[config.mk]
export PLATFORM = sky130hd
export DESIGN_NAME = window_raster_op_compositor
export DESIGN_NICKNAME = d
export VERILOG_FILES = /design/src/sv/wroc_pkg.sv /design/src/sv/wroc_cfg.sv /design/src/sv/wroc_scan.sv /design/src/sv/wroc_rop.sv /design/src/sv/window_raster_op_compositor.sv
export SDC_FILE = /design/constraint.sdc
export NUM_CORES = 1
export LEC_CHECK = 0
export ABC_AREA = 1
export BUFFER_PORTS_ARGS = -buffer_cell sky130_fd_sc_hd__buf_2
export CORE_MARGIN = 8
export CORE_UTILIZATION = 41
export CTS_BUF_LIST = sky130_fd_sc_hd__clkbuf_8 sky130_fd_sc_hd__clkbuf_16
export DETAILED_ROUTE_END_ITERATION = 6
export PLACE_DENSITY = 0.6
export RECOVER_POWER = 100
export SLEW_MARGIN = 0
export SYNTH_ARGS = -nofsm -noshare
export SYNTH_HDL_FRONTEND = slang
export SYNTH_SLANG_ARGS = --single-unit
[constraint.sdc]
create_clock -name clk -period 7.29 [get_ports clk]
set_clock_uncertainty 0.15 [all_clocks]
set_input_delay 1.0935 -clock clk [delete_from_list [all_inputs] [get_ports clk]]
set_output_delay 1.0935 -clock clk [all_outputs]
set_load 0.02 [all_outputs]
[src/sv/wroc_pkg.sv]
// Shared types, widths and codes for the window raster-op compositor.
// No dependencies; every other file imports this package.
package wroc_pkg;

  localparam int ADDR_W     = 24;  // framebuffer pixel index
  localparam int POS_W      = 12;  // window_x / window_y
  localparam int SIZE_W     = 13;  // window and screen sizes
  localparam int MODE_W     = 8;
  localparam int CFG_IDX_W  = 3;
  localparam int CFG_DATA_W = 13;

  localparam int DEF_MAX_DIMENSION = 4096;
  localparam int DEF_PIXEL_BITS    = 32;

  localparam logic [31:0] KEY_PIXEL = 32'hfefe_fefe;

  // Register indexes on the configuration port
  localparam logic [CFG_IDX_W-1:0] REG_WINDOW_X      = 3'd0;
  localparam logic [CFG_IDX_W-1:0] REG_WINDOW_Y      = 3'd1;
  localparam logic [CFG_IDX_W-1:0] REG_WINDOW_WIDTH  = 3'd2;
  localparam logic [CFG_IDX_W-1:0] REG_WINDOW_HEIGHT = 3'd3;
  localparam logic [CFG_IDX_W-1:0] REG_SCREEN_WIDTH  = 3'd4;
  localparam logic [CFG_IDX_W-1:0] REG_OVERLAP_MODE  = 3'd5;

  typedef enum logic [MODE_W-1:0] {
    ROP_DIRECT = 8'd0,
    ROP_INSET  = 8'd1,
    ROP_OR     = 8'd2,
    ROP_XOR    = 8'd3,
    ROP_INVERT = 8'd4,
    ROP_SELECT = 8'd5,
    ROP_AND    = 8'd6
  } rop_mode_t;

  // Settled configuration handed to the scan counters and the result stage
  typedef struct packed {
    logic [ADDR_W-1:0] origin;       // window_y*screen_width + window_x
    logic [SIZE_W-1:0] screen_width;
    logic [SIZE_W-1:0] last_col;     // clamped width - 1
    logic [SIZE_W-1:0] last_row;     // clamped height - 1
    logic [MODE_W-1:0] mode;
  } cfg_t;

  // Scan position of the item being accepted
  typedef struct packed {
    logic [ADDR_W-1:0] col_addr;
    logic [ADDR_W-1:0] row_base;
    logic              end_col;
    logic              end_row;
  } scan_t;

endpackage

[src/sv/wroc_cfg.sv]
// Configuration registers, size clamping and the registered window origin.
// Depends on wroc_pkg.
module wroc_cfg #(
  parameter int MAX_DIMENSION = wroc_pkg::DEF_MAX_DIMENSION
) (
  input  logic                           clk,
  input  logic                           rst_n,
  input  logic                           wr_en,
  input  logic [wroc_pkg::CFG_IDX_W-1:0] wr_index,
  input  logic [wroc_pkg::CFG_DATA_W-1:0] wr_data,
  output wroc_pkg::cfg_t                 cfg,
  output logic                           settling
);
  import wroc_pkg::*;

  localparam logic [SIZE_W-1:0] MAX_SIZE = SIZE_W'(MAX_DIMENSION);

  logic [POS_W-1:0]  window_x_r, window_y_r;
  logic [SIZE_W-1:0] window_width_r, window_height_r, screen_width_r;
  logic [MODE_W-1:0] mode_r;
  logic [ADDR_W-1:0] prod_r, origin_r;
  logic [1:0]        hold_r, hold_nxt;
  logic [2*SIZE_W-1:0] prod_full;

  function automatic logic [SIZE_W-1:0] last_index(input logic [SIZE_W-1:0] v);
    logic [SIZE_W-1:0] c;
    if (v == '0) c = SIZE_W'(1);
    else if (v > MAX_SIZE) c = MAX_SIZE;
    else c = v;
    return c - SIZE_W'(1);
  endfunction

  always_ff @(posedge clk) begin
    if (!rst_n) begin
      window_x_r      <= '0;
      window_y_r      <= '0;
      window_width_r  <= SIZE_W'(1);
      window_height_r <= SIZE_W'(1);
      screen_width_r  <= SIZE_W'(4096);
      mode_r          <= ROP_DIRECT;
    end else if (wr_en) begin
      unique case (wr_index)
        REG_WINDOW_X:      window_x_r      <= wr_data[POS_W-1:0];
        REG_WINDOW_Y:      window_y_r      <= wr_data[POS_W-1:0];
        REG_WINDOW_WIDTH:  window_width_r  <= wr_data[SIZE_W-1:0];
        REG_WINDOW_HEIGHT: window_height_r <= wr_data[SIZE_W-1:0];
        REG_SCREEN_WIDTH:  screen_width_r  <= wr_data[SIZE_W-1:0];
        REG_OVERLAP_MODE:  mode_r          <= wr_data[MODE_W-1:0];
        default: ;
      endcase
    end
  end

  // origin settles through a registered product, then a registered add, after the last write
  assign prod_full = {1'b0, window_y_r} * screen_width_r;

  always_ff @(posedge clk) begin
    prod_r   <= prod_full[ADDR_W-1:0];
    origin_r <= prod_r + ADDR_W'(window_x_r);
  end

  always_comb begin
    if (wr_en) hold_nxt = 2'd2;
    else if (hold_r != 2'd0) hold_nxt = hold_r - 2'd1;
    else hold_nxt = 2'd0;
  end

  always_ff @(posedge clk) begin
    if (!rst_n) hold_r <= 2'd2;
    else hold_r <= hold_nxt;
  end

  assign settling         = (hold_r != 2'd0);
  assign cfg.origin       = origin_r;
  assign cfg.screen_width = screen_width_r;
  assign cfg.last_col     = last_index(window_width_r);
  assign cfg.last_row     = last_index(window_height_r);
  assign cfg.mode         = mode_r;

endmodule

[src/sv/wroc_scan.sv]
// Raster scan counters: column, row and row base address within the window.
// Depends on wroc_pkg.
module wroc_scan #(
  parameter int MAX_DIMENSION = wroc_pkg::DEF_MAX_DIMENSION
) (
  input  logic            clk,
  input  logic            rst_n,
  input  logic            step,
  input  wroc_pkg::cfg_t  cfg,
  output wroc_pkg::scan_t pos
);
  import wroc_pkg::*;

  localparam int CNT_W = $clog2(MAX_DIMENSION);

  logic [CNT_W-1:0]  col_r, col_nxt, row_r, row_nxt;
  logic [ADDR_W-1:0] row_base_r, row_base_nxt;
  logic              end_col, end_row;

  // a counter past a shrunken size counts as being at the last index
  assign end_col = SIZE_W'(col_r) >= cfg.last_col;
  assign end_row = SIZE_W'(row_r) >= cfg.last_row;

  always_comb begin
    col_nxt      = col_r;
    row_nxt      = row_r;
    row_base_nxt = row_base_r;
    if (step) begin
      if (!end_col) begin
        col_nxt = col_r + CNT_W'(1);
      end else begin
        col_nxt = '0;
        if (end_row) begin
          row_nxt      = '0;
          row_base_nxt = '0;
        end else begin
          row_nxt      = row_r + CNT_W'(1);
          row_base_nxt = row_base_r + ADDR_W'(cfg.screen_width);
        end
      end
    end
  end

  always_ff @(posedge clk) begin
    if (!rst_n) begin
      col_r      <= '0;
      row_r      <= '0;
      row_base_r <= '0;
    end else begin
      col_r      <= col_nxt;
      row_r      <= row_nxt;
      row_base_r <= row_base_nxt;
    end
  end

  assign pos.col_addr = ADDR_W'(col_r);
  assign pos.row_base = row_base_r;
  assign pos.end_col  = end_col;
  assign pos.end_row  = end_row;

`ifndef SYNTH
  a_row_base_zero: assert property (@(posedge clk) disable iff (!rst_n)
    (row_r == '0) |-> (row_base_r == '0))
    else $error("row base nonzero on first row");
`endif

endmodule

[src/sv/wroc_rop.sv]
// Raster operation on one pixel pair: new value and write flag per mode.
// Depends on wroc_pkg.
module wroc_rop #(
  parameter int PIXEL_BITS = wroc_pkg::DEF_PIXEL_BITS
) (
  input  logic [wroc_pkg::MODE_W-1:0] mode,
  input  logic [PIXEL_BITS-1:0]       fg,
  input  logic [PIXEL_BITS-1:0]       bg,
  output logic [PIXEL_BITS-1:0]       val,
  output logic                        we
);
  import wroc_pkg::*;

  localparam logic [PIXEL_BITS-1:0] KEY = KEY_PIXEL[PIXEL_BITS-1:0];

  logic fg_zero;
  assign fg_zero = (fg == '0);

  always_comb begin
    val = bg;
    we  = 1'b0;
    unique case (mode)
      ROP_DIRECT: begin val = fg;      we = 1'b1; end
      ROP_OR:     begin val = fg | bg; we = 1'b1; end
      ROP_XOR:    begin val = fg ^ bg; we = 1'b1; end
      ROP_AND:    begin val = fg & bg; we = 1'b1; end
      ROP_INVERT: begin
        if (!fg_zero) begin val = ~bg; we = 1'b1; end
      end
      ROP_SELECT: begin
        if (fg_zero) begin val = '0; we = 1'b1; end
      end
      default: begin
        // keyed inset; unknown modes behave the same
        if (!fg_zero && fg != KEY) begin val = fg; we = 1'b1; end
      end
    endcase
  end

endmodule

[src/sv/window_raster_op_compositor.sv]
// Window raster-op compositor: blends a window's pixels into a framebuffer.
// Input stream: in_tdata = {bg_pixel, fg_pixel}, one window pixel per item in
//   raster order together with the framebuffer pixel under it.
// Output stream: out_tdata = {new_pixel, fb_address}, out_tuser = write_enable,
//   out_tlast = last pixel of the window. One result per input item.
// Config channel: cfg_index/cfg_data, always ready; indexes 0..5 are
//   window_x, window_y, window_width, window_height, screen_width, overlap_mode.
// Pipeline: input register, then result register. Throughput: one item per cycle
//   while the receiver is ready and no config write settles, since the raster
//   op and the address add sit in one stage between the two registers.
// After a config write, and after reset, in_tready drops while the window origin
//   (window_y*screen_width + window_x) is recomputed through its registered
//   multiplier.
// Reset (synchronous, rst_n low) clears the scan counters, the pipeline valids
//   and restores register defaults. A stalled receiver holds the result
//   register; the input register keeps accepting until it is also full, then
//   in_tready falls, so no item is dropped.
// Depends on wroc_pkg, wroc_cfg, wroc_scan, wroc_rop.
module window_raster_op_compositor #(
  parameter int MAX_DIMENSION = wroc_pkg::DEF_MAX_DIMENSION,
  parameter int PIXEL_BITS    = wroc_pkg::DEF_PIXEL_BITS
) (
  input  logic clk,
  input  logic rst_n,
  // in_tdata: fg_pixel, bg_pixel (from bit 0 up), zero padded
  input  logic                                      in_tvalid,
  output logic                                      in_tready,
  input  logic [((2*PIXEL_BITS+7)/8)*8-1:0]         in_tdata,
  // out_tdata: fb_address, new_pixel (from bit 0 up), zero padded
  output logic                                      out_tvalid,
  input  logic                                      out_tready,
  output logic [((wroc_pkg::ADDR_W+PIXEL_BITS+7)/8)*8-1:0] out_tdata,
  // out_tuser: write_enable
  output logic                                      out_tuser,
  output logic                                      out_tlast,
  input  logic                                      cfg_valid,
  output logic                                      cfg_ready,
  input  logic [wroc_pkg::CFG_IDX_W-1:0]            cfg_index,
  input  logic [wroc_pkg::CFG_DATA_W-1:0]           cfg_data
);
  import wroc_pkg::*;

  localparam int OUT_W = ((ADDR_W + PIXEL_BITS + 7) / 8) * 8;

  cfg_t  cfg;
  scan_t pos;
  logic  settling;
  logic  in_accept, s1_adv, out_adv;

  logic                  s1_valid_r, s1_valid_nxt;
  logic [PIXEL_BITS-1:0] s1_fg_r, s1_bg_r;
  scan_t                 s1_pos_r;

  logic                  out_valid_r, out_valid_nxt;
  logic [ADDR_W-1:0]     addr_r;
  logic [PIXEL_BITS-1:0] pixel_r;
  logic                  we_r, last_r;

  logic [PIXEL_BITS-1:0] rop_val;
  logic                  rop_we;
  logic [ADDR_W-1:0]     addr_sum;

  assign cfg_ready = 1'b1;

  wroc_cfg #(.MAX_DIMENSION(MAX_DIMENSION)) u_cfg (
    .clk      (clk),
    .rst_n    (rst_n),
    .wr_en    (cfg_valid & cfg_ready),
    .wr_index (cfg_index),
    .wr_data  (cfg_data),
    .cfg      (cfg),
    .settling (settling)
  );

  wroc_scan #(.MAX_DIMENSION(MAX_DIMENSION)) u_scan (
    .clk   (clk),
    .rst_n (rst_n),
    .step  (in_accept),
    .cfg   (cfg),
    .pos   (pos)
  );

  // Handshake: each stage moves when the stage after it is empty or draining
  assign out_adv   = !out_valid_r || out_tready;
  assign s1_adv    = !s1_valid_r || out_adv;
  assign in_tready = s1_adv && !settling;
  assign in_accept = in_tvalid && in_tready;

  always_comb begin
    s1_valid_nxt = s1_adv ? in_accept : s1_valid_r;
    out_valid_nxt = out_adv ? s1_valid_r : out_valid_r;
  end

  always_ff @(posedge clk) begin
    if (!rst_n) begin
      s1_valid_r  <= 1'b0;
      out_valid_r <= 1'b0;
    end else begin
      s1_valid_r  <= s1_valid_nxt;
      out_valid_r <= out_valid_nxt;
    end
  end

  always_ff @(posedge clk) begin
    if (in_accept) begin
      s1_fg_r  <= in_tdata[PIXEL_BITS-1:0];
      s1_bg_r  <= in_tdata[2*PIXEL_BITS-1:PIXEL_BITS];
      s1_pos_r <= pos;
    end
  end

  wroc_rop #(.PIXEL_BITS(PIXEL_BITS)) u_rop (
    .mode (cfg.mode),
    .fg   (s1_fg_r),
    .bg   (s1_bg_r),
    .val  (rop_val),
    .we   (rop_we)
  );

  assign addr_sum = cfg.origin + s1_pos_r.row_base + s1_pos_r.col_addr;

  always_ff @(posedge clk) begin
    if (out_adv && s1_valid_r) begin
      addr_r  <= addr_sum;
      pixel_r <= rop_val;
      we_r    <= rop_we;
      last_r  <= s1_pos_r.end_col && s1_pos_r.end_row;
    end
  end

  assign out_tvalid = out_valid_r;
  assign out_tdata  = OUT_W'({pixel_r, addr_r});
  assign out_tuser  = we_r;
  assign out_tlast  = last_r;

`ifndef SYNTH
  a_cfg_blocks_input: assert property (@(posedge clk) disable iff (!rst_n)
    (cfg_valid && cfg_ready) |=> !in_tready)
    else $error("item accepted while origin recomputes");

  a_one_pixel_window_last: assert property (@(posedge clk) disable iff (!rst_n)
    (in_accept && cfg.last_col == '0 && cfg.last_row == '0) |=>
      (s1_pos_r.end_col && s1_pos_r.end_row))
    else $error("single pixel window not marked last");

  a_no_write_keeps_bg: assert property (@(posedge clk) disable iff (!rst_n)
    (s1_valid_r && !rop_we) |-> (rop_val == s1_bg_r))
    else $error("unwritten pixel differs from background");

  a_stage_holds: assert property (@(posedge clk) disable iff (!rst_n)
    (s1_valid_r && !out_adv) |=> s1_valid_r)
    else $error("input register item lost under stall");
`endif

endmodule
* Word level (Yosys, flattened, before mapping)
Index checks and enable logic that the tools add are counted.
** Operators by class
- Bitwise logic cells :: 6
- Add/subtract/negate cells :: 9
- Order comparisons :: 4
- Equal/unequal tests :: 11
- Multiplexer cells :: 16
- Reduce and logical (&&, ||, !) cells :: 27
- Multiply operators :: 1
** Operators by type and width (number)
- 32-bit one-hot mux with 6 select lines :: 1
- 32-bit two-way mux :: 3
- 13-bit two-way mux :: 4
- 24-bit by 12-bit adder with 24-bit output :: 2
- 32-bit AND :: 1
- 32-bit zero test :: 1
- 32-bit != test, second input constant :: 1
- 32-bit inverter :: 1
- 32-bit OR :: 1
- 32-bit XOR :: 1
- 12-bit by 13-bit >= comparator with 1-bit output :: 2
- 13-bit > comparator, second input constant :: 2
- 13-bit zero test :: 2
- 13-bit by 1-bit subtractor with 13-bit output, second input constant :: 2
- 12-bit by 1-bit adder with 12-bit output, second input constant :: 2
- 24-bit by 13-bit adder with 24-bit output :: 1
- 24-bit adder :: 1
- 8-bit by 3-bit equality test with 1-bit output, second input constant :: 3
- 12-bit by 13-bit multiplier with 24-bit output :: 1
- 12-bit two-way mux :: 2
- 24-bit two-way mux :: 1
- 8-bit by 2-bit equality test with 1-bit output, second input constant :: 2
- 2-bit AND reduction :: 7
- 8-bit zero test :: 1
- 16 further kinds :: 29
** Storage, ports and cells
- Output and inout bits :: 61
- Flip-flop bits (word level) :: 331
- Word-level logic and storage cells :: 99
- Bits of input ports :: 85

* Depth between registers and ports, before layout
Gate-level depths: netlist (run 1).
- Depth after elaboration :: 6
- Gate-level depth with buffers :: 30

* By module
Synthesis (run 1) repeated with hierarchy kept, for this count alone.
** Unflattened totals
- Cell total of the unflattened synthesis :: 3263
- Area total of the unflattened synthesis :: 25688.4 sq um
** By module, submodules not included
- wroc_cfg :: cells an instance 1407, area each 10401.2 sq um, instances 1, seq. area each 2422.3 sq um
- window_raster_op_compositor :: cells an instance 558, area each 7438.4 sq um, instances 1, seq. area each 5205.0 sq um
- wroc_rop :: cells an instance 689, area each 3938.8 sq um, instances 1, seq. area each 0.0 sq um
- wroc_scan :: cells an instance 609, area each 3910.0 sq um, instances 1, seq. area each 960.9 sq um

* Worst setup path after synthesis (run 1)
Ideal clock, no wire load.
- Path kind :: input -> register
- From :: in out_tready
- To :: reg s1_bg_r[0] (enable)
- Required time :: 6.634 ns
- Data arrival time :: 4.758 ns
- Cell stages on the path :: 8
- Slack :: 1.876 ns
- Library setup time :: 0.506 ns
- Cells stage by stage :: inv_1 -> nand2_1 -> o21ai_1 -> inv_2 -> nand2_2 -> inv_1 -> buf_2 -> buf_1
** On the way
- Word-level cells in the longest chain between the ends :: 4
** Ends and longest elaborated chain
- start, declared :: RTL line window_raster_op_compositor.sv:31 : input logic out_tready,
- 1-bit logical OR :: RTL line window_raster_op_compositor.sv:84 : assign out_adv = !out_valid_r || out_tready;
- 1-bit logical OR :: RTL line window_raster_op_compositor.sv:85 : assign s1_adv = !s1_valid_r || out_adv;
- 1-bit logical AND :: RTL line window_raster_op_compositor.sv:86 : assign in_tready = s1_adv && !settling;
- named net in_tready :: RTL line window_raster_op_compositor.sv:27 : output logic in_tready,
- 1-bit logical AND :: RTL line window_raster_op_compositor.sv:87 : assign in_accept = in_tvalid && in_tready;
- named net in_accept :: RTL line window_raster_op_compositor.sv:48 : logic in_accept, s1_adv, out_adv;
- end signal, assigned :: RTL line window_raster_op_compositor.sv:107 : s1_bg_r <= in_tdata[2*PIXEL_BITS-1:PIXEL_BITS];
- end, declared :: RTL line window_raster_op_compositor.sv:51 : logic [PIXEL_BITS-1:0] s1_fg_r, s1_bg_r;
The timed path passes the listed nets, and every way through them passes these cells.
A chain may end at the register's enable or synchronous reset.

* Final worst setup path (run 1)
- From :: reg u_cfg.window_width_r[7]
- To :: reg u_scan.row_base_r[6]
** On the way
- Word-level cells in the longest chain between the ends :: 6
** Ends and longest elaborated chain
- start, declared :: RTL line wroc_cfg.sv:19 : logic [SIZE_W-1:0] window_width_r, window_height_r, screen_width_r;
- start signal, assigned :: RTL line wroc_cfg.sv:45 : REG_WINDOW_WIDTH: window_width_r <= wr_data[SIZE_W-1:0];
- 13-bit > comparator :: RTL line wroc_cfg.sv:28 : else if (v > MAX_SIZE) c = MAX_SIZE;
- 13-bit two-way mux :: RTL line wroc_cfg.sv:28
- 13-bit two-way mux (*) :: RTL line wroc_cfg.sv:27 : if (v == '0) c = SIZE_W'(1);
- 13-bit by 1-bit subtractor with 13-bit output (*) :: RTL line wroc_cfg.sv:30 : return c - SIZE_W'(1);
- 12-bit by 13-bit >= comparator with 1-bit output (*) :: RTL line wroc_scan.sv:21 : assign end_col = SIZE_W'(col_r) >= cfg.last_col;
- 2-bit AND reduction (no line) (*)
- end signal, assigned :: RTL line wroc_scan.sv:52 : row_base_r <= row_base_nxt;
- end, declared :: RTL line wroc_scan.sv:17 : logic [ADDR_W-1:0] row_base_r, row_base_nxt;
Every way passes the cells marked *; elsewhere a longest branch is shown, timed or not.

==> results by stage, run 1 <==
Run status:
- The flow ran to the end, but the final reports show violations.
- The final reports fail on capacitance limit, slew limit.

Yosys:
- The net count after synthesis is 3185.
- The average instance area after synthesis is 8.52 µm².
- The commonest cells after synthesis are 495 x sky130_fd_sc_hd__inv_1, 490 x sky130_fd_sc_hd__nand2_1, 242 x sky130_fd_sc_hd__ha_1, 195 x sky130_fd_sc_hd__nor2_1, 171 x sky130_fd_sc_hd__dfxtp_1.
- The area share of the largest cell type after synthesis is 20.6%.
- In the synthesized netlist the dominant register cell turns out to be sky130_fd_sc_hd__dfxtp_1.
- Sequential elements use 35.3% of the synthesized area.
- The leading area contributor after synthesis is sky130_fd_sc_hd__edfxtp_1.
- The number of flops mapped to enable cells by yosys is 160.
- By area the synthesized netlist is led by sky130_fd_sc_hd__edfxtp_1 21%, sky130_fd_sc_hd__dfxtp_1 15%, sky130_fd_sc_hd__ha_1 13%.
- The dominant cell by count in the synthesized netlist is sky130_fd_sc_hd__inv_1.
- The number of warnings reported in the yosys synthesis log is 0.
- The proportion of register bits with asynchronous set or reset after synthesis is 0%.
- The combined area of all synthesized cells is 23300 µm².
- The post-synthesis sequential element count is 331.
- The number of different library cells used by synthesis comes to 58.
- The synthesized instance count is 2734.

STA:
- The hold violation total from the final report is 0.
- Setup repair after global routing left no endpoint under its margin.
- The count of pins over their slew limit is 227.
- The final-layout setup total negative slack is 0 ns.
- At the pin with the least slew margin, the transition time is 3.52 ns.
- The maximum clock rate is 0.174 GHz.
- After layout, the worst path uses 78.8% of the clock period.
- The post-layout minimum cycle time is 5.74 ns.
- Setup violations remaining at the end of the flow were counted as 0.
- The worst pin sits at a relative slew slack of -135%.

Floorplanning:
- The area of the placeable core is 56300 µm².
- 146 I/O pins were placed.
- The horizontal die dimension is 254 µm.
- The die covers 64700 µm².
- The effective utilization at floorplan is 41.4%.
- The die boundary height is 254 µm.
- The floorplan has 87 rows.

Critical path:
- The library cell appearing most often on the critical path is sky130_fd_sc_hd__nand2_1.
- The worst register-to-register path ends at u_scan.row_base_r[6].
- The slowest cell on the critical path is sky130_fd_sc_hd__nor2_1.
- The data required time of the worst path is 7.59 ns.
- The critical path's top delay family is simple AND/OR/NAND/NOR gates.
- The kind of launch point of the worst setup path is a flop.
- The endpoint arrival time on the critical path is 6.04 ns.
- The startpoint-to-endpoint class of the critical path is flop to flop.
- On the worst path, the slowest cell contributes a delay of 0.94 ns.
- The worst register-to-register path has a depth of 26.
- In this run the worst path has a maximum fanout of 15.
- For flop-to-flop paths, the worst setup slack is 1.55 ns.
- The count of buffering cells on the critical path with inverters included is 1.
- The element type at the critical path end is a flop.
- The origin of the critical flop-to-flop path is u_cfg.window_width_r[7].

Layout:
- The fraction of layout cells with a size suffix above 1 is 5.78%.
- The layout filler cell count is 5534.
- The count of cells in the finished layout, fillers not included, comes to 3629.
- The number of nets in the layout is 3294.
- Relative to the synthesized area, the layout overhead comes to 10.8%.
- The final antenna diode count is 0.

Clock tree:
- In this run, post-CTS repair resized a total of 0 instances.
- At the later pin of the worst-skew pair, clock insertion delay measures 0.57 ns.
- Clock tree synthesis found a total of 331 sinks.
- The CTS tree is yes.
- The cts-stage hold buffer count is 0.
- In this run the clock root is driven by a sky130_fd_sc_hd__clkbuf_16.
- The worst-case clock buffer depth is 3.
- The total number of H-tree levels is 2.
- Clock-pin slew was measured on the worst setup and hold paths at 0.06 ns.
- The post-CTS repair timing setup buffer count is 0.
- The number of buffers added by the clock tree synthesis step is 39.

Hold path:
- In this run the worst hold path is classified as flop to flop.
- The hold path depth is 1.
- The hold-critical path endpoint is u_cfg.hold_r[0].
- The launch instance of the worst min-delay path is u_cfg.hold_r[0].

Global routing:
- The global-route total usage across every layer is 18.7%.
- Summed over all layers, the global routing overflow is 0.
- The wire length of the first global-routing pass is 97700 µm.
- The met2 usage in global routing is 32.2%.
- The number of global-route vias before repair is 18700.
- The initial antenna violation count was 0.
- In the global route stage, met1 resource usage came out at 24.0%.
- In the global route stage, met3 resource usage came out at 2.69%.
- Entering global routing, the biggest net connects 80 pins.
- The busiest layer in global routing is met2.

Placement:
- In this run the tool buffered the top-level ports with 144 buffer cells.
- The number of instances in the placed design is 3558.
- At the end of routability-driven placement, the weighted congestion stood at 0.877.
- Summed over all nets, the half-perimeter wirelength after detailed placement is 46800 µm.

Power:
- Across the VDD grid, the largest voltage drop is 0.142 mV.
- Power spread over the standard cell area amounts to 181 nW/µm².
- For this design the static power due to leakage is 12.2 nW.

Drt:
- In the routed layout, each cell is associated on average with a via count of 5.14.
- The number of detailed-route iterations in the first pass is 6.
- The post-detailed-route count of antenna-violating nets is 0.
- In the routed design, unresolved DRC markers number 0.
- The final routed wire length divided by cell count is 17.1 µm.
- The final route contains 18700 vias.
- The number of violations reported at the end of detailed-routing iteration 0 is 1251.
- Wires add up to 62000 µm.

Run:
- Max-cap violations in this run came to 4.
worst register-to-register path: cells and delay by family, from the launching register on:
family / cells / cell delay [ns]
buffers and inverters: 1 / 0.09
AO/OA/AOI/OAI: 2 / 0.65
flip-flops: 1 / 0.37
XOR/XNOR: 1 / 0.08
AND/OR/NAND/NOR: 20 / 3.74
adder cells (fa/ha/maj): 2 / 0.55
worst max-delay path by stage:
| stage | start | to | slack, ns | depth (start not counted) |
|---|---|---|---|---|
| after floorplan | out_tready | s1_bg_r[0] | 1.88 | 8 |
| after global placement | u_cfg.screen_width_r[3] | u_cfg.prod_r[16] | 2.13 | 19 |
| after detailed placement | u_cfg.screen_width_r[5] | u_cfg.prod_r[16] | 2.05 | 19 |
| after CTS | u_cfg.screen_width_r[5] | u_cfg.prod_r[16] | 1.99 | 19 |
| after global routing | u_cfg.window_width_r[8] | u_scan.row_base_r[6] | 1.03 | 26 |
| final | u_cfg.window_width_r[7] | u_scan.row_base_r[6] | 1.55 | 26 |
power breakdown:
group | leakage [nW] | switching (mW) | internal, mW
sequential | 2.82 | 0.0574 | 2.03
clock | 0.671 | 0.816 | 1.17
combinational | 8.67 | 0.389 | 0.203
registers in the layout, summed over array words and instances, names as in the netlist, 2 cells and up:
signal,flops
u_cfg.prod_r,24
u_scan.row_base_r,24
u_cfg.mode_r,8
u_cfg.origin_r,24
u_cfg.hold_r,2
u_cfg.window_y_r,12
s1_fg_r,32
s1_pos_r,38
pixel_r,32
addr_r,24
s1_bg_r,32
u_cfg.screen_width_r,13
u_cfg.window_x_r,12
u_scan.row_r,12
u_cfg.window_width_r,13
u_scan.col_r,12
u_cfg.window_height_r,13
cell families (layout without fill, tap and decap cells):
logic type | after synthesis | after routing | synth area share [%]
AND/OR/NAND/NOR | 893 | 893 | 16.2
buffers and inverters | 590 | 729 | 9.76
AO/OA/AOI/OAI | 448 | 448 | 11.0
adder cells (fa/ha/maj) | 366 | 366 | 23.7
flip-flops | 331 | 331 | 35.3
XOR/XNOR | 105 | 105 | 3.95
other | 1 | 1 | 0.0161
layout make-up:
class                      count  area (µm²)  share of cell area [%]
sequential                   331        8230                    31.9
inverter                     502        1890                    7.31
clock inverter                26         255                   0.989
clock buffer                  45        1070                    4.15
timing repair buffer         156         703                    2.72
multi-input combinational   1813       12700                    49.3
tap                          756         946                    3.67
cell usage in the layout (no fill, tap or decap), types with 5 or more instances in the layout:
cell type | netlist | layout
sky130_fd_sc_hd__a22o_1 | 31 | 31
sky130_fd_sc_hd__xor2_1 | 62 | 62
sky130_fd_sc_hd__o21ai_1 | 32 | 6
sky130_fd_sc_hd__nand3_1 | 64 | 67
sky130_fd_sc_hd__a21oi_1 | 112 | 111
sky130_fd_sc_hd__clkinv_1 | 0 | 7
sky130_fd_sc_hd__nand4_1 | 41 | 41
sky130_fd_sc_hd__buf_2 | 12 | 70
sky130_fd_sc_hd__nand2_1 | 490 | 493
sky130_fd_sc_hd__dfxtp_1 | 171 | 171
sky130_fd_sc_hd__nor2_1 | 195 | 197
sky130_fd_sc_hd__clkinv_2 | 0 | 7
sky130_fd_sc_hd__o22ai_1 | 58 | 58
sky130_fd_sc_hd__ha_1 | 242 | 242
sky130_fd_sc_hd__o21ai_2 | 17 | 7
sky130_fd_sc_hd__a21boi_0 | 3 | 6
sky130_fd_sc_hd__xnor2_1 | 43 | 43
sky130_fd_sc_hd__clkbuf_16 | 0 | 40
sky130_fd_sc_hd__a31oi_1 | 5 | 5
sky130_fd_sc_hd__fa_1 | 124 | 124
sky130_fd_sc_hd__inv_1 | 495 | 500
sky130_fd_sc_hd__nand3b_1 | 5 | 5
sky130_fd_sc_hd__clkbuf_1 | 62 | 78
sky130_fd_sc_hd__buf_4 | 5 | 8
sky130_fd_sc_hd__o21ai_0 | 169 | 205
sky130_fd_sc_hd__clkbuf_8 | 0 | 5
sky130_fd_sc_hd__nor3_1 | 46 | 46
sky130_fd_sc_hd__nor4_1 | 21 | 21
sky130_fd_sc_hd__edfxtp_1 | 160 | 160
metrics by stage:
step           power [mW]  area, µm²  hold WS [ns]  setup WS (ns)  utilization (%)
3_3_place_gp         2.71      24700         0.284           2.13             43.9
6_report             4.66      25800         0.299           1.55             45.9
5_1_grt              4.87      25800         0.335           1.03             45.9
2_1_floorplan        2.54      23300         0.263           1.88                -
4_1_cts              4.73      26000         0.300           1.99             46.2
3_5_place_dp         2.73      24700         0.294           2.05             43.9
metal layers:
metal | part of all wire, % | routed length [µm] | vias to the layer above
met5 | 0 | 0 | -
met4 | 2.4 | 1500 | 0
met3 | 5.7 | 3520 | 96
met2 | 48 | 29800 | 547
met1 | 44 | 27200 | 8923
li1 | - | - | 9085
Note: power is estimated with default switching activity, not from simulation.
==> run 2: changes to the inputs <==
--- a/config.mk
+++ b/config.mk
@@ -5,7 +5,7 @@
 export SDC_FILE = /design/constraint.sdc
 export NUM_CORES = 1
 export LEC_CHECK = 0
-export ABC_AREA = 1
+export ABC_AREA = 0
 export BUFFER_PORTS_ARGS = -buffer_cell sky130_fd_sc_hd__buf_2
 export CORE_MARGIN = 8
 export CORE_UTILIZATION = 41
==> constraint.sdc (replaced) <==
create_clock -name clk -period 5.85 [get_ports clk]
set_clock_uncertainty 0.15 [all_clocks]
set_input_delay 0.8775 -clock clk [delete_from_list [all_inputs] [get_ports clk]]
set_output_delay 0.8775 -clock clk [all_outputs]
set_load 0.02 [all_outputs]
==> results by stage, run 2 <==
Clock tree:
- The number of clock buffers added by TritonCTS is 39.
- The CTS tree is yes.
- After clock tree synthesis, the repair step resized 0 gates.
- The post-CTS repair timing setup buffer count is 0.
- The total number of H-tree levels is 2.
- The clock drives 331 sinks.
- The clock-pin slew reported for the worst setup and hold paths after clock tree synthesis is 0.06 ns.
- The cell at the root of the clock tree is sky130_fd_sc_hd__clkbuf_16.
- Clock latency on the worst-skew pair, taken at its later pin, is 0.56 ns.
- The clock passes through at most 3 buffers.
- Hold repair after CTS inserted 0 buffers.

STA:
- For the finished layout, the period the worst path requires is 5.48 ns.
- The headroom to the max-slew limit is -106%.
- The final-layout setup total negative slack is 0 ns.
- The fraction of the cycle the final worst path needs is 93.6%.
- Setup repair after global routing left no endpoint under its margin.
- The count of pins over their slew limit is 332.
- The worst hold-check slack is 0.266 ns.
- The hold violation total from the final report is 0.
- At the pin with the least slew margin, the transition time is 3.08 ns.
- Setup violations remaining at the end of the flow were counted as 0.
- The maximum clock rate is 0.183 GHz.

Floorplanning:
- The effective utilization at floorplan is 41.6%.
- The floorplan has 86 rows.
- The area of the placeable core is 55200 µm².
- The die covers 63800 µm².
- The die boundary height is 253 µm.
- From left edge to right edge, the die measures 253 µm.
- The boundary pin count is 146.

Drt:
- The detail-routed via count per cell is 5.41.
- After detailed routing, the average wire length per cell comes to 18.7 µm.
- For this run, design rule violations remaining after detail routing come to 0.
- The pre-antenna-repair detailed-routing pass consisted of 5 iterations.
- The post-detailed-route count of antenna-violating nets is 0.
- Wires add up to 61600 µm.
- In this run, the number of DRC markers left after iteration 0 of detailed routing was 1115.
- The overall via count from detail_route is 17900.

Yosys:
- The cell area that synthesis handed to floorplanning was 23000 µm².
- The number of warnings reported in the yosys synthesis log is 0.
- Sorting the synthesized cells by area gives the leading types as sky130_fd_sc_hd__edfxtp_1 21%, sky130_fd_sc_hd__dfxtp_1 15%, sky130_fd_sc_hd__ha_1 13%.
- The commonest cells after synthesis are 300 x sky130_fd_sc_hd__nand2_1, 259 x sky130_fd_sc_hd__inv_1, 242 x sky130_fd_sc_hd__ha_1, 217 x sky130_fd_sc_hd__a21oi_1, 171 x sky130_fd_sc_hd__dfxtp_1.
- The most common cell in the synthesized netlist is sky130_fd_sc_hd__nand2_1.
- The area share of the largest cell type after synthesis is 20.9%.
- Each instance of the synthesized netlist takes up on average 9.50 µm².
- The proportion of register bits with asynchronous set or reset after synthesis is 0%.
- After synthesis, the netlist uses 78 different library cells.
- Of all cell types, the one taking the most synthesized area is sky130_fd_sc_hd__edfxtp_1.
- The most used flip-flop cell after synthesis is sky130_fd_sc_hd__dfxtp_1.
- The number of flops mapped to enable cells by yosys is 160.
- Sequential elements use 35.8% of the synthesized area.
- The net count after synthesis is 2868.
- The post-synthesis sequential element count is 331.
- Synthesis produced 2417 cells.

Power:
- Power spread over the standard cell area amounts to 217 nW/µm².
- In this run the static leakage power is 10.8 nW.
- Across the VDD grid, the largest voltage drop is 0.173 mV.

Placement:
- The count of buffers added on input and output ports is 144.
- The HPWL after detailed placement is 45200 µm.
- The final weighted congestion in routability-driven placement is 0.860.

Critical path:
- In this run the critical register-to-register path is captured at u_cfg.prod_r[23].
- The startpoint-to-endpoint class of the critical path is flop to flop.
- The kind of launch point of the worst setup path is a flop.
- The most critical setup path has its startpoint at u_cfg.screen_width_r[2].
- The depth of the critical timing path with buffers and inverters included is 18.
- The element type at the critical path end is a flop.
- In this run the register-to-register setup slack is 0.37 ns.
- On the critical path the largest part of the delay comes from adder cells.
- Together, buffers and inverters on the worst path number 5.
- In this run the critical register-to-register path is launched from u_cfg.screen_width_r[2].
- The signal on the critical path passes through clkbuf_1 -> nand2_1 -> fa_1 -> fa_1 -> inv_1 -> fa_1 -> fa_1 -> inv_1 -> fa_1 -> inv_1 -> ha_1 -> nor3_1 -> inv_1 -> o22ai_1 -> nor3_1 -> o31ai_1 -> o221ai_1 -> xnor2_1.
- On the worst path, the slowest cell contributes a delay of 0.56 ns.
- The library cell appearing most often on the critical path is sky130_fd_sc_hd__fa_1.
- The slowest cell on the critical path is sky130_fd_sc_hd__fa_1.
- The maximum fanout count along the critical path is 8.
- The data required time of the worst path is 6.13 ns.
- The cell depth of the worst flop-to-flop path is 18.
- For the worst setup path, the data arrival time is 5.76 ns.
- The critical path ends at u_cfg.prod_r[23].

Layout:
- Leaving out fill and tap cells, the most frequent cell in the layout is sky130_fd_sc_hd__nand2_1.
- The layout filler cell count is 5287.
- Relative to the synthesized area, the layout overhead comes to 11.4%.
- The number of nets in the layout is 2971.
- The library cells used most frequently in the layout, excluding fill and tap cells, are 300 x sky130_fd_sc_hd__nand2_1, 264 x sky130_fd_sc_hd__inv_1, 242 x sky130_fd_sc_hd__ha_1.
- The register with the most flip-flops in the layout has 38 of them.
- The register ranked first by flip-flop count is s1_pos_r.
- Of the cells placed in the final design, the portion with a size suffix greater than 1 is 7.73%.

Global routing:
- Global routing used 18.8% of the available tracks across all layers.
- The total overflow left after global routing is 0.
- The number of global-route vias before repair is 17800.
- The first global-routing pass estimated 96900 µm of wire.
- The initial antenna violation count is 0.
- The maximum number of pins on one net before global-route repair is 85.

Hold path:
- The worst hold path belongs to the class flop to flop.

Run:
- The count of maximum capacitance violations is 8.

Run status:
- The final reports fail on capacitance limit, slew limit.
- The flow ran to the end, but the final reports show violations.
[run 2: changes by cell type after synthesis, sizes merged, moves of 52 or more]
cell and change:
inv -243, and2 +52, nand2 -198, o21ai -161, o22ai -53, a21oi +106
[run 2: worst min path at each step]
stage,depth (start not counted),startpoint,slack [ns],to
6_report,1,u_cfg.prod_r[23],0.27,u_cfg.origin_r[23]
5_1_grt,1,u_cfg.prod_r[23],0.27,u_cfg.origin_r[23]
4_1_cts,1,u_cfg.prod_r[23],0.27,u_cfg.origin_r[23]
3_5_place_dp,1,u_cfg.prod_r[23],0.28,u_cfg.origin_r[23]
3_3_place_gp,0,u_scan.row_base_r[21],0.27,s1_pos_r[23]
2_1_floorplan,0,u_scan.row_base_r[21],0.26,s1_pos_r[23]
[run 2: per-layer routing]
| metal | vias up | part of all wire [%] | GRT usage, % |
|---|---|---|---|
| li1 | 8584 | - | - |
| met1 | 8692 | 45 | 25.2 |
| met2 | 495 | 47 | 31.5 |
| met3 | 81 | 6.1 | 3.21 |
| met4 | 0 | 1.9 | 4.53 |
| met5 | - | 0 | 0 |
[run 2: cells by family after synthesis]
group / share of synthesized area [%]
other: 0.0163
muxes: 1.60
buffers and inverters: 6.08
xor gates and xnor gates: 3.20
adders and majority gates: 24.0
AOI/OAI and AO/OA: 14.6
DFF: 35.8
and+or+nand+nor: 14.6
[run 2: where the power goes]
part | switching, mW | total (mW) | internal, mW | leakage [nW]
sequential | 0.0535 | 2.55 | 2.49 | 2.85
clock | 1.01 | 2.47 | 1.46 | 0.672
combinational | 0.333 | 0.526 | 0.193 | 7.28
total | 1.40 | 5.54 | 4.15 | 10.8
[run 2: cell type report]
type	instances	area, µm²	share of cell area, %
multi-input cells	1717	13300	52.1
flip-flops and latches	331	8230	32.2
clock buffers	47	1120	4.38
inverters	260	977	3.82
well taps	748	936	3.66
repair buffers	171	793	3.10
clock inverters	24	190	0.743
diodes	1	2.50	0.00978
[run 2: worst reg2reg max path: cells and delay by family (launching register included)]
family / cells / cell delay, ns
xor+xnor: 1 / 0.15
fa+ha+maj: 6 / 2.51
simple gates: 3 / 0.60
buf+inv: 5 / 0.61
compound gates: 3 / 0.81
flops: 1 / 0.52
[run 2: through the flow]
stage	power [mW]	instances	worst slack, ns	cell area, µm²	utilization (%)
after floorplan	2.93	2417	0.680	23000	-
after global placement	3.11	3227	0.486	24400	44.3
after detailed placement	3.13	3227	0.396	24400	44.3
after CTS	5.61	3298	0.385	25800	46.7
after global routing	5.75	3298	0.0509	25600	46.3
final	5.54	3299	0.373	25600	46.3
